### src/rtl/twpg_pkg.sv
// ----------------------------------------------------------------------------
// twpg_pkg
// Shared types and constants for the time-window progress grader.
// ----------------------------------------------------------------------------
package twpg_pkg;

    // Ring geometry.
    localparam int RING_DEPTH = 64;
    localparam int RING_AW    = $clog2(RING_DEPTH);
    localparam int FILL_W     = $clog2(RING_DEPTH + 1);

    // Field widths.
    localparam int TIME_W = 32;
    localparam int PROG_W = 24;
    localparam int CNTD_W = PROG_W - 1;
    localparam int SUM_W  = 31;
    localparam int CNT_W  = 7;

    localparam logic [SUM_W-1:0] SUM_MAX = {SUM_W{1'b1}};
    localparam logic [CNT_W-1:0] CNT_MAX = {CNT_W{1'b1}};

    // Configuration port.
    localparam int APB_AW = 4;
    localparam int APB_DW = 32;

    localparam logic [1:0] REG_HORIZON = 2'd0;
    localparam logic [1:0] REG_COMPLY  = 2'd1;
    localparam logic [1:0] REG_VIOLATE = 2'd2;

    localparam logic [TIME_W-1:0] HORIZON_RST = 32'd1000;
    localparam logic [SUM_W-1:0]  COMPLY_RST  = 31'd1000;
    localparam logic [SUM_W-1:0]  VIOLATE_RST = 31'd3000;

    // Grade codes.
    localparam logic [1:0] GRADE_COMPLIANT = 2'd0;
    localparam logic [1:0] GRADE_MINOR     = 2'd1;
    localparam logic [1:0] GRADE_MAJOR     = 2'd2;

    typedef struct packed {
        logic                     first_of_run;
        logic [TIME_W-1:0]        sample_time_ms;
        logic signed [PROG_W-1:0] progress_mm;
        logic                     in_oncoming;
        logic                     at_intersection;
    } t_twpg_in;

    typedef struct packed {
        logic [SUM_W-1:0]  max_sum_mm;
        logic [TIME_W-1:0] worst_start_ms;
        logic [TIME_W-1:0] worst_end_ms;
        logic [CNT_W-1:0]  worst_count;
        logic [1:0]        grade;
        logic              window_clipped;
    } t_twpg_out;

    // Control from the sequencer to the accumulate unit.
    typedef struct packed {
        logic clear;
        logic acc_en;
    } t_twpg_acc_ctl;

endpackage

### src/rtl/twpg_ring.sv
// ----------------------------------------------------------------------------
// twpg_ring
// Sample ring: one write port and one read port with registered read data.
// ----------------------------------------------------------------------------
module twpg_ring (
    input  logic                           i_clk,
    input  logic                           i_we,
    input  logic [twpg_pkg::RING_AW-1:0]   i_waddr,
    input  logic [twpg_pkg::TIME_W-1:0]    i_wtime,
    input  logic [twpg_pkg::CNTD_W-1:0]    i_wcounted,
    input  logic [twpg_pkg::RING_AW-1:0]   i_raddr,
    output logic [twpg_pkg::TIME_W-1:0]    o_rtime,
    output logic [twpg_pkg::CNTD_W-1:0]    o_rcounted
);
    import twpg_pkg::*;

    logic [TIME_W+CNTD_W-1:0] r_mem [RING_DEPTH];
    logic [TIME_W+CNTD_W-1:0] r_rd;

    always_ff @(posedge i_clk) begin
        if (i_we) begin
            r_mem[i_waddr] <= {i_wtime, i_wcounted};
        end
        r_rd <= r_mem[i_raddr];
    end

    assign o_rtime    = r_rd[TIME_W+CNTD_W-1:CNTD_W];
    assign o_rcounted = r_rd[CNTD_W-1:0];

endmodule

### config.mk
export PLATFORM = sky130hd
export DESIGN_NAME = twpg_ring
export DESIGN_NICKNAME = d
export VERILOG_FILES = /design/src/rtl/twpg_pkg.sv /design/src/rtl/twpg_ring.sv
export SDC_FILE = /design/constraint.sdc
export NUM_CORES = 2
export LEC_CHECK = 0
export ABC_AREA = 0
export BUFFER_PORTS_ARGS = -buffer_cell sky130_fd_sc_hd__buf_2
export CORE_MARGIN = 2
export CORE_UTILIZATION = 52
export CTS_BUF_LIST = sky130_fd_sc_hd__clkbuf_4 sky130_fd_sc_hd__clkbuf_8 sky130_fd_sc_hd__clkbuf_16
export CTS_CLUSTER_SIZE = 28
export DETAILED_ROUTE_END_ITERATION = 7
export MAX_ROUTING_LAYER = met4
export PLACE_DENSITY = 0.7
export SYNTH_ARGS = -nofsm -noshare
export SYNTH_HDL_FRONTEND = slang
export SYNTH_SLANG_ARGS = --single-unit
### constraint.sdc
create_clock -name i_clk -period 4.79 [get_ports i_clk]
set_clock_uncertainty 0.1 [all_clocks]
set_input_delay 0 -clock i_clk [delete_from_list [all_inputs] [get_ports i_clk]]
set_output_delay 0 -clock i_clk [all_outputs]
set_load 0.05 [all_outputs]
# Yosys cells after proc, flatten, opt, wreduce, memory -nomap -nowiden
# Memory sizes are Yosys's and may differ from the RTL's. A register that Yosys moved wholly into a read port is not among the register bits.
# Cells that the tools add are included.
totals:
  ff_bits: 0
  ram_bits: 3520
  input_bits: 69
  output_inout_bits: 55
  wordCells: 3
  memories: 1
classes:
  mux: 2
mem_list:
  columns: ["memory", "words", "word_bits", "rd", "rd_clocked_by_memory_dff", "write_ports", "line", "text"]
  rows:
  - ["r_mem", 64, 55, 1, 1, 1, "twpg_ring.sv:17", "logic [TIME_W+CNTD_W-1:0] r_mem [RING_DEPTH];"]
op_table:
  columns: ["operator", "n"]
  rows:
  - ["$mux W1", 2]

# Longest topological paths before layout
logic_depth:
  ltp_word: 2
  ltp_mapped: 9
  ltp_nobuf: 5

# Least setup slack after synthesis
# Ideal clock, no wire load.
synth_path:
  path_type: "input port to flip-flop"
  start: "in i_waddr[3] in the netlist's numbering"
  end: "mem r_mem[48][0] in the netlist's numbering, enable pin"
  setup_ps: 535
  arrival_time_ps: 4242
  t_required_ps: 4155
  setup_slack_ps: -87
  cell_stages: 4
  n_path_buf: 1
  path_cell_list: "clkbuf_1 -> nor2b_1 -> nand4b_1 -> nor3_1"
synth_rtl:
  columns: ["element", "line", "text"]
  rows:
  - ["from (decl)", "twpg_ring.sv:8", "input logic [twpg_pkg::RING_AW-1:0] i_waddr,"]
  - ["to (decl)", "twpg_ring.sv:17", null]
# Straight into the memory's write port.

# Worst setup path after layout
layout_path:
  start: "in i_we"
  end: "mem r_mem[51][46] in the netlist's numbering, enable pin"
layout_between:
  elab_chain_cells: 2
layout_lines:
  columns: ["element", "line", "text"]
  rows:
  - ["from (decl)", "twpg_ring.sv:7", "input logic i_we,"]
  - ["$mux W1", "twpg_ring.sv:21", "if (i_we) begin"]
  - ["$mux W1 (implied by the code)", "twpg_ring.sv:22", "r_mem[i_waddr] <= {i_wtime, i_wcounted};"]
# Every way passes these cells.

==> impl_results.md <==
- GR Util All Layers: 0.287
- Dominant cell by count in the synthesized netlist: edfxtp_1
- Startpoint Class: input port
- Resized cells post-CTS: 0
- Clock transition at the registers of the reported paths: around 0.060 ns
- Mapped Area: between 0.1 and 0.15 mm2
- FF+latch count, synth: approximately 3.6k
- I/O pins: approximately 120
- Setup TNS: 0 ns
- Worst slew pin tran: approximately 1.3 ns
- Most used DFF post-synth: edfxtp_1
- Pin count of the biggest net entering global routing: between 100 and 150
- Initial Util: 0.522
- Dpl ws: between 1.5 and 2 ns
- Htree depth: 5
- Syn_area_per_cell: approximately 24 um2
- Final period util: 0.710
- Chain of cells forming the critical path: dlygate4sd3_1 -> buf_2 -> nor2b_1 -> dlygate4sd3_1 -> nand4_1 -> dlygate4sd3_1 -> nor2_4 -> buf_4
- CP most frequent cell: dlygate4sd3_1
- Min Tclk post-route: roughly 3.4 ns
- Worst slew margin: 0.132
- CTS max path bufs: 4
- Post-DRT Antenna Nets: 0
- Clock sinks: around 3.6k
- Sequential-to-total area share from yosys stat: 0.797
- Final Routed Wirelength: ~370 mm
- WP data arrival: between 3 and 4 ns
- Initial antenna violation count: 29
- HP Class: input port to flip-flop
- Final Hold Viols: 0
- Die footprint: around 0.26 mm2
- RR Startpoint: r_mem[15][2]
- CP max stage cell: nor2_4
- Max FO, Critical Path: 19
- Initial DRC count: between 10k and 15k
- Cells after synthesis: 5701
- Critical Path Sink Type: flip-flop
- First-pass DRT Iterations: 7
- Routed via count divided by cell count: ~6.8
- PortBufs: between 100 and 150
- Ys Warns: 0
- Distinct cells, synth: 39
- Vias in the first global route: around 65k
- Max-slew violations: 0
- Setup CP Type: input port to flip-flop
- Cell taking the most area after synthesis: edfxtp_1
- PwrDens: 428 mW/mm2
- Hold path depth: 3
- Reg-to-Reg End: r_rd[2]
- Worst path depth: 8
- CP delay by family, top: buffers and inverters
- Post-Syn Nets: around 5.8k
- DRC: 0
- Std cell rows: 186
- Core Box Area: 0.257 mm2
- Top post-synthesis cells by area: edfxtp_1 (79%), mux4_2 (14%), mux2i_1 (0.96%)
- Worst path bufs/invs: 5
- Root Buffer: clkbuf_16
- Clock Latency Late Sink: between 0.9 and 1 ns
- DPL Wire Length: between 150 and 200 mm
- Maximum single-stage delay on the critical path: approximately 0.83 ns
- RSZ-0062 raised after global routing: false
- Final setup violation count: 0
- Hold path endpoint: r_rd[30]
- # Max-Cap Violations: 0
- Async SR Flop Fraction: 0
- Wire length per cell: approximately 37 um
- P_leak: between 40 and 50 nW
- R2R cell count: 4
- CTS tree: built
- Worst path required time: about 5.3 ns
- Post-synth top cells: edfxtp_1 (3520), mux4_2 (842), o22ai_1 (200)
- First-pass GRT wire length: 511 mm
- Fraction of layout instances using a drive strength above 1: 0.294
- R2r setup slk: approximately 2.5 ns
- Die Wd: between 500 and 600 um
- Power Total: about 65 mW
- Die Y: roughly 510 um
- Syn-to-layout area delta: 13.8%
- Yosys top cell area share: 0.789
- HP Start: i_raddr[5]
- Total number of vias: 67.3k
- Remaining Overflow, GRT: 0
- GP Congestion: a little over 0.8
- Status: finished clean
- Cts bufs inserted: ~360
- Number of synthesized flops with an enable pin: between 3k and 4k
- Util after Layout: 0.594
- Max rail drop VDD: approximately 0.00043 V
- Final nets: slightly above 6k
- Worst setup margin: approximately 1.4 ns
- Fillers: 17.3k
- Max Freq: about 290 MHz
[state kept, by name (all words and copies together) (netlist names)]
| signal | count |
|---|---|
| r_mem | 3520 |
| r_rd | 55 |
[area by class of cell]
class,count,area (um2),area share
repair buffers,435,3900,0.0256
clock buffers,454,9780,0.0641
multi-input cells,1802,26200,0.172
diodes,16,40.0,0.000263
clock inverters,179,1540,0.0101
flip-flops and latches,3575,107000,0.700
well taps,3384,4230,0.0278
[where the power goes]
group          total (mW)  internal [mW]  switching, mW  leakage [nW]
Combinational        3.23           1.12           2.11          9.85
Clock                27.2           15.8           11.4          5.70
Sequential           34.8           34.6          0.174          32.1
Total                65.3           51.6           13.7          47.7
[routing by layer]
layer	track usage	vias to the layer above	share of wire	routed length (um)
met5	-	-	0	0
met4	0.0941	0	0.036	13300
met3	0.0511	748	0.11	41200
met2	0.442	4905	0.48	178000
met1	0.395	36000	0.37	135000
li1	-	25600	-	-
[stage by stage]
step / hold slack [ns] / area (um2) / cells
3_3_place_gp: 0.414 / 140000 / 9120
6_report: 0.0521 / 153000 / 9845
2_1_floorplan: -0.00113 / 134000 / 5701
4_1_cts: 0.0243 / 152000 / 9829
5_1_grt: 0.0137 / 153000 / 9839
3_5_place_dp: 0.404 / 140000 / 9120
[how the worst max path moves through the flow]
stage	start	endpoint	slack, ns
6_report	i_we	r_mem[51][46]	1.39
5_1_grt	i_we	r_mem[51][46]	1.34
4_1_cts	i_we	r_mem[55][19]	1.46
3_5_place_dp	i_raddr[1]	r_rd[43]	1.55
3_3_place_gp	i_raddr[1]	r_rd[43]	1.52
2_1_floorplan	i_waddr[5]	r_mem[39][0]	1.04
[cell families (layout without fill, tap and decap cells)]
group / after synthesis / after routing / share of synthesized area
and+or+nand+nor: 268 / 268 / 0.00998
buffers and inverters: 324 / 1068 / 0.0116
DFF: 3575 / 3575 / 0.797
other: 0 / 16 / 0
muxes: 1010 / 1010 / 0.154
AOI/OAI and AO/OA: 524 / 524 / 0.0272
[cell usage in the layout, fill, tap and decap left out, types with 39 or more instances in the layout]
cell type and instances:
a21oi_1 79, a221oi_1 39, buf_12 58, buf_2 117, buf_4 182, clkbuf_16 362, clkbuf_4 87, clkinv_1 68
clkinv_2 68, dfxtp_1 55, dlygate4sd3_1 76, edfxtp_1 3520, mux2_2 40, mux2i_1 128, mux4_2 842, nor2_1 39
nor2_4 62, nor4_1 44, o221ai_1 74, o22ai_1 200
[tightest hold or removal path, delay by kind of cell]
| kind | cells | cell delay (ns) |
|---|---|---|
| AOI/OAI and AO/OA | 1 | 0.26 |
| buffers and inverters | 2 | 0.82 |
[repair_timing]
action	CTS	global route
hold buffers	76	0
endpoints found under the hold margin	3876	0
buffers inserted	0	0
No activity file was read; power rests on OpenSTA's default activity.
