`src/rtl/twpg_pkg.sv`:
```
// ----------------------------------------------------------------------------
// twpg_pkg
// Shared types and constants for the time-window progress grader.
// ----------------------------------------------------------------------------
package twpg_pkg;

    // Ring geometry.
    localparam int RING_DEPTH = 64;
    localparam int RING_AW    = $clog2(RING_DEPTH);
    localparam int FILL_W     = $clog2(RING_DEPTH + 1);

    // Field widths.
    localparam int TIME_W = 32;
    localparam int PROG_W = 24;
    localparam int CNTD_W = PROG_W - 1;
    localparam int SUM_W  = 31;
    localparam int CNT_W  = 7;

    localparam logic [SUM_W-1:0] SUM_MAX = {SUM_W{1'b1}};
    localparam logic [CNT_W-1:0] CNT_MAX = {CNT_W{1'b1}};

    // Configuration port.
    localparam int APB_AW = 4;
    localparam int APB_DW = 32;

    localparam logic [1:0] REG_HORIZON = 2'd0;
    localparam logic [1:0] REG_COMPLY  = 2'd1;
    localparam logic [1:0] REG_VIOLATE = 2'd2;

    localparam logic [TIME_W-1:0] HORIZON_RST = 32'd1000;
    localparam logic [SUM_W-1:0]  COMPLY_RST  = 31'd1000;
    localparam logic [SUM_W-1:0]  VIOLATE_RST = 31'd3000;

    // Grade codes.
    localparam logic [1:0] GRADE_COMPLIANT = 2'd0;
    localparam logic [1:0] GRADE_MINOR     = 2'd1;
    localparam logic [1:0] GRADE_MAJOR     = 2'd2;

    typedef struct packed {
        logic                     first_of_run;
        logic [TIME_W-1:0]        sample_time_ms;
        logic signed [PROG_W-1:0] progress_mm;
        logic                     in_oncoming;
        logic                     at_intersection;
    } t_twpg_in;

    typedef struct packed {
        logic [SUM_W-1:0]  max_sum_mm;
        logic [TIME_W-1:0] worst_start_ms;
        logic [TIME_W-1:0] worst_end_ms;
        logic [CNT_W-1:0]  worst_count;
        logic [1:0]        grade;
        logic              window_clipped;
    } t_twpg_out;

    // Control from the sequencer to the accumulate unit.
    typedef struct packed {
        logic clear;
        logic acc_en;
    } t_twpg_acc_ctl;

endpackage

```
`src/rtl/twpg_accum.sv`:
```
// ----------------------------------------------------------------------------
// twpg_accum
// Shared horizon compare and window accumulate unit, one ring entry a cycle.
// ----------------------------------------------------------------------------
module twpg_accum (
    input  logic                          i_clk,
    input  twpg_pkg::t_twpg_acc_ctl       i_ctl,
    input  logic [twpg_pkg::TIME_W-1:0]   i_t_new,
    input  logic [twpg_pkg::TIME_W-1:0]   i_horizon,
    input  logic [twpg_pkg::TIME_W-1:0]   i_t_old,
    input  logic [twpg_pkg::CNTD_W-1:0]   i_counted,
    output logic                          o_hit,
    output logic [twpg_pkg::SUM_W-1:0]    o_sum,
    output logic [twpg_pkg::CNT_W-1:0]    o_cnt,
    output logic [twpg_pkg::TIME_W-1:0]   o_start
);
    import twpg_pkg::*;

    logic [SUM_W-1:0]  r_sum;
    logic [CNT_W-1:0]  r_cnt;
    logic [TIME_W-1:0] r_start;
    logic [TIME_W-1:0] diff;
    logic [SUM_W:0]    wide_sum;

    // A stored sample at or after the new one always counts as in horizon.
    assign diff  = i_t_new - i_t_old;
    assign o_hit = (i_t_old >= i_t_new) || (diff <= i_horizon);

    assign wide_sum = {1'b0, r_sum} + {{(SUM_W + 1 - CNTD_W){1'b0}}, i_counted};

    always_ff @(posedge i_clk) begin
        if (i_ctl.clear) begin
            r_sum   <= '0;
            r_cnt   <= '0;
            r_start <= i_t_new;
        end else if (i_ctl.acc_en && o_hit) begin
            r_sum <= wide_sum[SUM_W] ? SUM_MAX : wide_sum[SUM_W-1:0];
            if (r_cnt != CNT_MAX) begin
                r_cnt <= r_cnt + 1'b1;
            end
            if (i_t_old < r_start) begin
                r_start <= i_t_old;
            end
        end
    end

    assign o_sum   = r_sum;
    assign o_cnt   = r_cnt;
    assign o_start = r_start;

endmodule

```
`config.mk`:
```
export PLATFORM = sky130hd
export DESIGN_NAME = twpg_accum
export DESIGN_NICKNAME = d
export VERILOG_FILES = /design/src/rtl/twpg_pkg.sv /design/src/rtl/twpg_accum.sv
export SDC_FILE = /design/constraint.sdc
export NUM_CORES = 1
export LEC_CHECK = 0
export BUFFER_PORTS_ARGS = -buffer_cell sky130_fd_sc_hd__buf_2
export CAP_MARGIN = 20
export CORE_ASPECT_RATIO = 0.8
export CORE_MARGIN = 2
export CORE_UTILIZATION = 59
export CTS_CLUSTER_DIAMETER = 120
export DETAILED_ROUTE_END_ITERATION = 6
export PLACE_DENSITY = 0.95
export SYNTH_ARGS = -nofsm -noshare
export SYNTH_HDL_FRONTEND = slang
export SYNTH_SLANG_ARGS = --single-unit
export TNS_END_PERCENT = 30
```
`constraint.sdc`:
```
create_clock -name i_clk -period 12.8 [get_ports i_clk]
set_input_delay 1.92 -clock i_clk [delete_from_list [all_inputs] [get_ports i_clk]]
set_output_delay 1.92 -clock i_clk [all_outputs]
set_load 0.005 [all_outputs]
```
# Yosys cells after proc, flatten, opt, wreduce, memory -nomap -nowiden
# Index checks and enable logic that the tools add are counted.
dict set report classes {
  reduce_logical 6
  bitwise_logic 0
  shift 0
  muxes 4
  multipliers 0
  eq_ne 1
  order_cmp 3
  addsub 3
  div_mod_pow 0
}
# operator count
set ops {}
lappend ops {{$mux W32} 3}
lappend ops {{$add A31 B23 Y32} 1}
lappend ops {{$ge A32 B32 Y1} 1}
lappend ops {{$le A32 B32 Y1} 1}
lappend ops {{$lt A32 B32 Y1} 1}
lappend ops {{$sub A32 B32 Y32} 1}
lappend ops {{$mux W31} 1}
lappend ops {{$add A7 B1 Y7 const B} 1}
lappend ops {{$ne A7 B7 Y1 const B} 1}
lappend ops {{$reduce_and A2 Y1} 2}
lappend ops {{$reduce_bool A2 Y1} 2}
lappend ops {{$logic_and A1 B1 Y1} 1}
lappend ops {{$logic_or A1 B1 Y1} 1}
dict set report word_totals {
  ff_bits 70
  memories 0
  mem_bits_ro 0
  input_bits 122
  elab_cells 20
  output_inout_bits 71
  mem_bits_rw 0
  latch_bits 0
}

# Depth between registers and ports, before layout
dict set report depth {
  ltp_word 6
  mapped_depth 24
  mapped_depth_nobuf 22
}

# Least setup slack after synthesis
# Ideal clock, no wire load.
dict set report synth_path {
  path_kind {in2out}
  start {in i_t_old[3] (netlist bit)}
  end {out o_hit}
  stages 18
  slack_ps 5599
  arrival_time_ps 5281
  n_path_buf 0
  cell_sequence {inv_1 > ha_1 > nand2_1 > o21bai_1 > a21oi_1 > o21ai_0 > a31oi_1 > a31oi_1 > o41ai_2 > a311oi_1 > xnor2_1 > ha_1 > nand4_1 > nor4b_1 > nand2_1 > nor3_1 > a22o_1 > o21ai_4}
}
dict set report synth_between {
  elab_chain_cells 3
  word_cells_on_any_way 4
  classes_between {1 x add/sub; 2 x order compare; 1 x reduce/logical}
}
# element line
set synth_rtl {}
lappend synth_rtl {{start: declaration} twpg_accum.sv:10} ;# input logic [twpg_pkg::TIME_W-1:0] i_t_old,
lappend synth_rtl {{$sub A32 B32 Y32} twpg_accum.sv:26} ;# assign diff = i_t_new - i_t_old;
lappend synth_rtl {{$le A32 B32 Y1} twpg_accum.sv:27} ;# assign o_hit = (i_t_old >= i_t_new) || (diff <= i_horizon);
lappend synth_rtl {{$logic_or A1 B1 Y1 (*)} twpg_accum.sv:27}
lappend synth_rtl {{end: declaration} twpg_accum.sv:12} ;# output logic o_hit,
# Every way passes the cells marked *; elsewhere a longest branch is shown, timed or not.

# Final worst setup path
dict set report layout_path {
  start {in i_t_old[1] (netlist bit)}
  end {out o_hit}
}
# Same word-level chain as after synthesis.

==> reports/metrics.cfg <==
[run_status]
status=finished clean

[finish]
syn2layout_area_growth_pct=18.40
multi_input_area_um2=5117
instances_no_fill=1275
num-fill-cells=923
nNetsFinal=1340
regArea_um2=1722
drive_gt1_frac=0.2196

[power]
p_sw_w=0.0003546
clkPwrFrac=0.276
power_density_nw_per_um2=109.7
power.leakage_nw=4.454
swShare=0.3687
p_total_w=0.0009619
pwr-share-comb=0.431
p_seq_frac=0.294
internal_power_w=0.0006072
peakVddDrop_mv=0.06721

[sta]
setup_violations=0
rsz0062_at_grt=false
timing.final.crit_share=0.6487
period_needed_ns=8.304
worst_slew_pin_slew_ns=0.7452
fin_tns_setup_ns=0
fin_skew_ns=0.007223
slew_violations=0
clock.fmax_ghz=0.1204
max_slew_margin=0.4986
hold_violations=0

[logic_synthesis]
synth_top_area_share=0.2011
synth_commonest_cells=ha_1, inv_1, nand2_1, o21ai_0, a21oi_1
synthAdderAreaFrac=0.2065
netlist_area_um2=7405
seq_area_frac_synth=0.2325
synthMuxAreaShare=0.004393
avgSynthCellArea_um2=8.110
netlist_instances=913
yosys.area_share.simple=0.1766
synthArstFlopShare=0
synth_compound_area_frac=0.2481
yosysUniqueCellTypes=66
synth_largest_area_cell=ha_1
synth-seq-cells=70
synthesis.nets=1156
synthFlopType=dfxtp_1
synth_top_family_by_area=compound AO/OA/AOI/OAI gates
yosysMostFrequentCell=ha_1
synth-xor-area-share=0.05559
synth_edf_count=32
yosysWarnings=0
synth_area_leaders=ha_1, edfxtp_1, dfxtp_1

[clock_tree]
cts_hold_buf=0
cts_buffers=9
root_buffer=clkbuf_16
clock_latency_ns=0.33
h-tree-depth=3
cts.sinks=70
clock_path_buffers=2
cts_resized=0
clk_pin_slew_ns=0.06
cts_tree=done
post_cts_buffers=0

[critical_path]
endpoint_kind=output pin
cp_slowest_stage_delay_ns=0.54
crit_chain=buf_2 -> inv_1 -> ha_1 -> nor2b_1 -> o21bai_1 -> a21oi_1 -> o21ai_0 -> a31oi_1 -> a31oi_1 -> o41ai_2 -> a311oi_1 -> xnor2_1 -> ha_1 -> nand4_1 -> nor4b_1 -> nand2_1 -> nor3_1 -> a22o_1 -> o21ai_4 -> buf_2
arrival_ns=6.38
worst-path-max-fanout=6
cp-start-kind=input port
required_ns=10.88
cp_slowest_cell=o41ai_2
crit_type=input port to output pin

[global_route]
antenna_found_initial=2
grt.total_usage=0.2923
grt_pass1_wl_um=32390
grt_max_degree=63
grt_pass1_vias=6903
overflow=0

[floorplan]
rows=36
start_util=0.6066
io_pins=193
die_width_um=129.3
die_h_um=104.2
die_area_um2=13470
core_um2=12210

[detailed_routing]
via_per_inst=5.907
wl_per_cell_um=15.69
drcViolationCount=0
drt.antenna.violating_nets=0
routed_wl_um=20000
vias=7531
drt_iter0_drc=704
firstDrtPassIters=5

[placement]
post-dp-hpwl_um=15800
io_buffers=192
dp.cells=1257
place.gp.congestion=0.9811

[min_path]
hold_class=flip-flop to flip-flop

[run]
maxCapViolations=0

-- sequential cells by signal, summed over array words and instances (netlist names) --
signal / count
o_cnt: 7
o_start: 32
o_sum: 31
-- final timing paths --
| path | start | to | slack (ns) | cells after the start |
|---|---|---|---|---|
| min | o_cnt[4] | o_cnt[4] | 0.50 | 2 |
| max | i_t_old[1] | o_hit | 4.50 | 20 |
| min reg2reg | o_cnt[4] | o_cnt[4] | 0.50 | 2 |
| max reg2reg | o_start[9] | o_start[6] | 9.46 | 12 |
-- metrics by stage --
step / hold slack (ns) / worst slack, ns / utilization / cell area [um^2]
after floorplan: 0.4774 / 5.599 / - / 7405
after global placement: 0.4866 / 4.881 / 0.6924 / 8452
after detailed placement: 0.4950 / 4.684 / 0.6924 / 8452
after CTS: 0.5027 / 4.625 / 0.7178 / 8762
after global routing: 0.5320 / 4.188 / 0.7182 / 8767
final: 0.4967 / 4.496 / 0.7182 / 8767
-- routing by layer --
layer	GRT usage	wire length (um)	vias to the layer above	share of wire
met5	0	0	-	0
li1	-	-	3669	-
met3	0.05504	1545	44	0.077
met2	0.4534	8770	364	0.44
met4	0.09627	512	0	0.026
met1	0.4080	9175	3454	0.46
-- area by class of cell --
cell class / instances / area share
Sequential cell: 70 / 0.1964
Tap cell: 171 / 0.02440
Timing Repair Buffer: 194 / 0.1116
Clock inverter: 5 / 0.006422
Antenna cell: 2 / 0.0005709
Multi-Input combinational cell: 710 / 0.5837
Inverter: 112 / 0.04795
Clock buffer: 11 / 0.02897
-- placed cells by master (no fill, tap or decap), types with 3 or more instances in the layout --
cell       count
and4_1         7
a211oi_1      11
clkbuf_16     10
and3_1        10
ha_1         119
nand3_1       10
or3_1          3
edfxtp_1      32
o31ai_1        3
nand2b_1       8
buf_2        191
nand2_1       83
a31oi_1       14
a21o_1        27
a311oi_1       8
xor2_1        17
nor3_1        22
a311oi_2      12
o21ai_1        3
xnor2_1       30
nand4_1       19
nor2_1        66
dfxtp_1       38
o21bai_1       6
o21ai_0       74
nor4_1         4
or2_2          6
o211ai_1       7
o21a_1        11
inv_1        112
a21oi_1       73
nor2b_1       15
buf_4          3
-- kinds of logic after synthesis --
family,after synthesis
buffers and inverters,133
and+or+nand+nor,266
AOI/OAI and AO/OA,273
xor gates and xnor gates,47
DFF,70
adders and majority gates,121
muxes,3
-- critical path: cells and delay by family --
kind            cells  cell delay, ns
compound gates      9            2.32
simple gates        5            1.04
fa+ha+maj           2            0.60
buf+inv             3            0.32
xor+xnor            1            0.16
-- power groups by stage --
stage               clock (W)  sequential [W]  combinational (W)
floorplan                   0        0.000287           0.000292
global placement            0        0.000285           0.000389
detailed placement          0        0.000286           0.000403
CTS                  0.000268        0.000282           0.000408
global route         0.000277        0.000285           0.000461
finish               0.000265        0.000282           0.000414
Power figures use the tool's default switching activity.
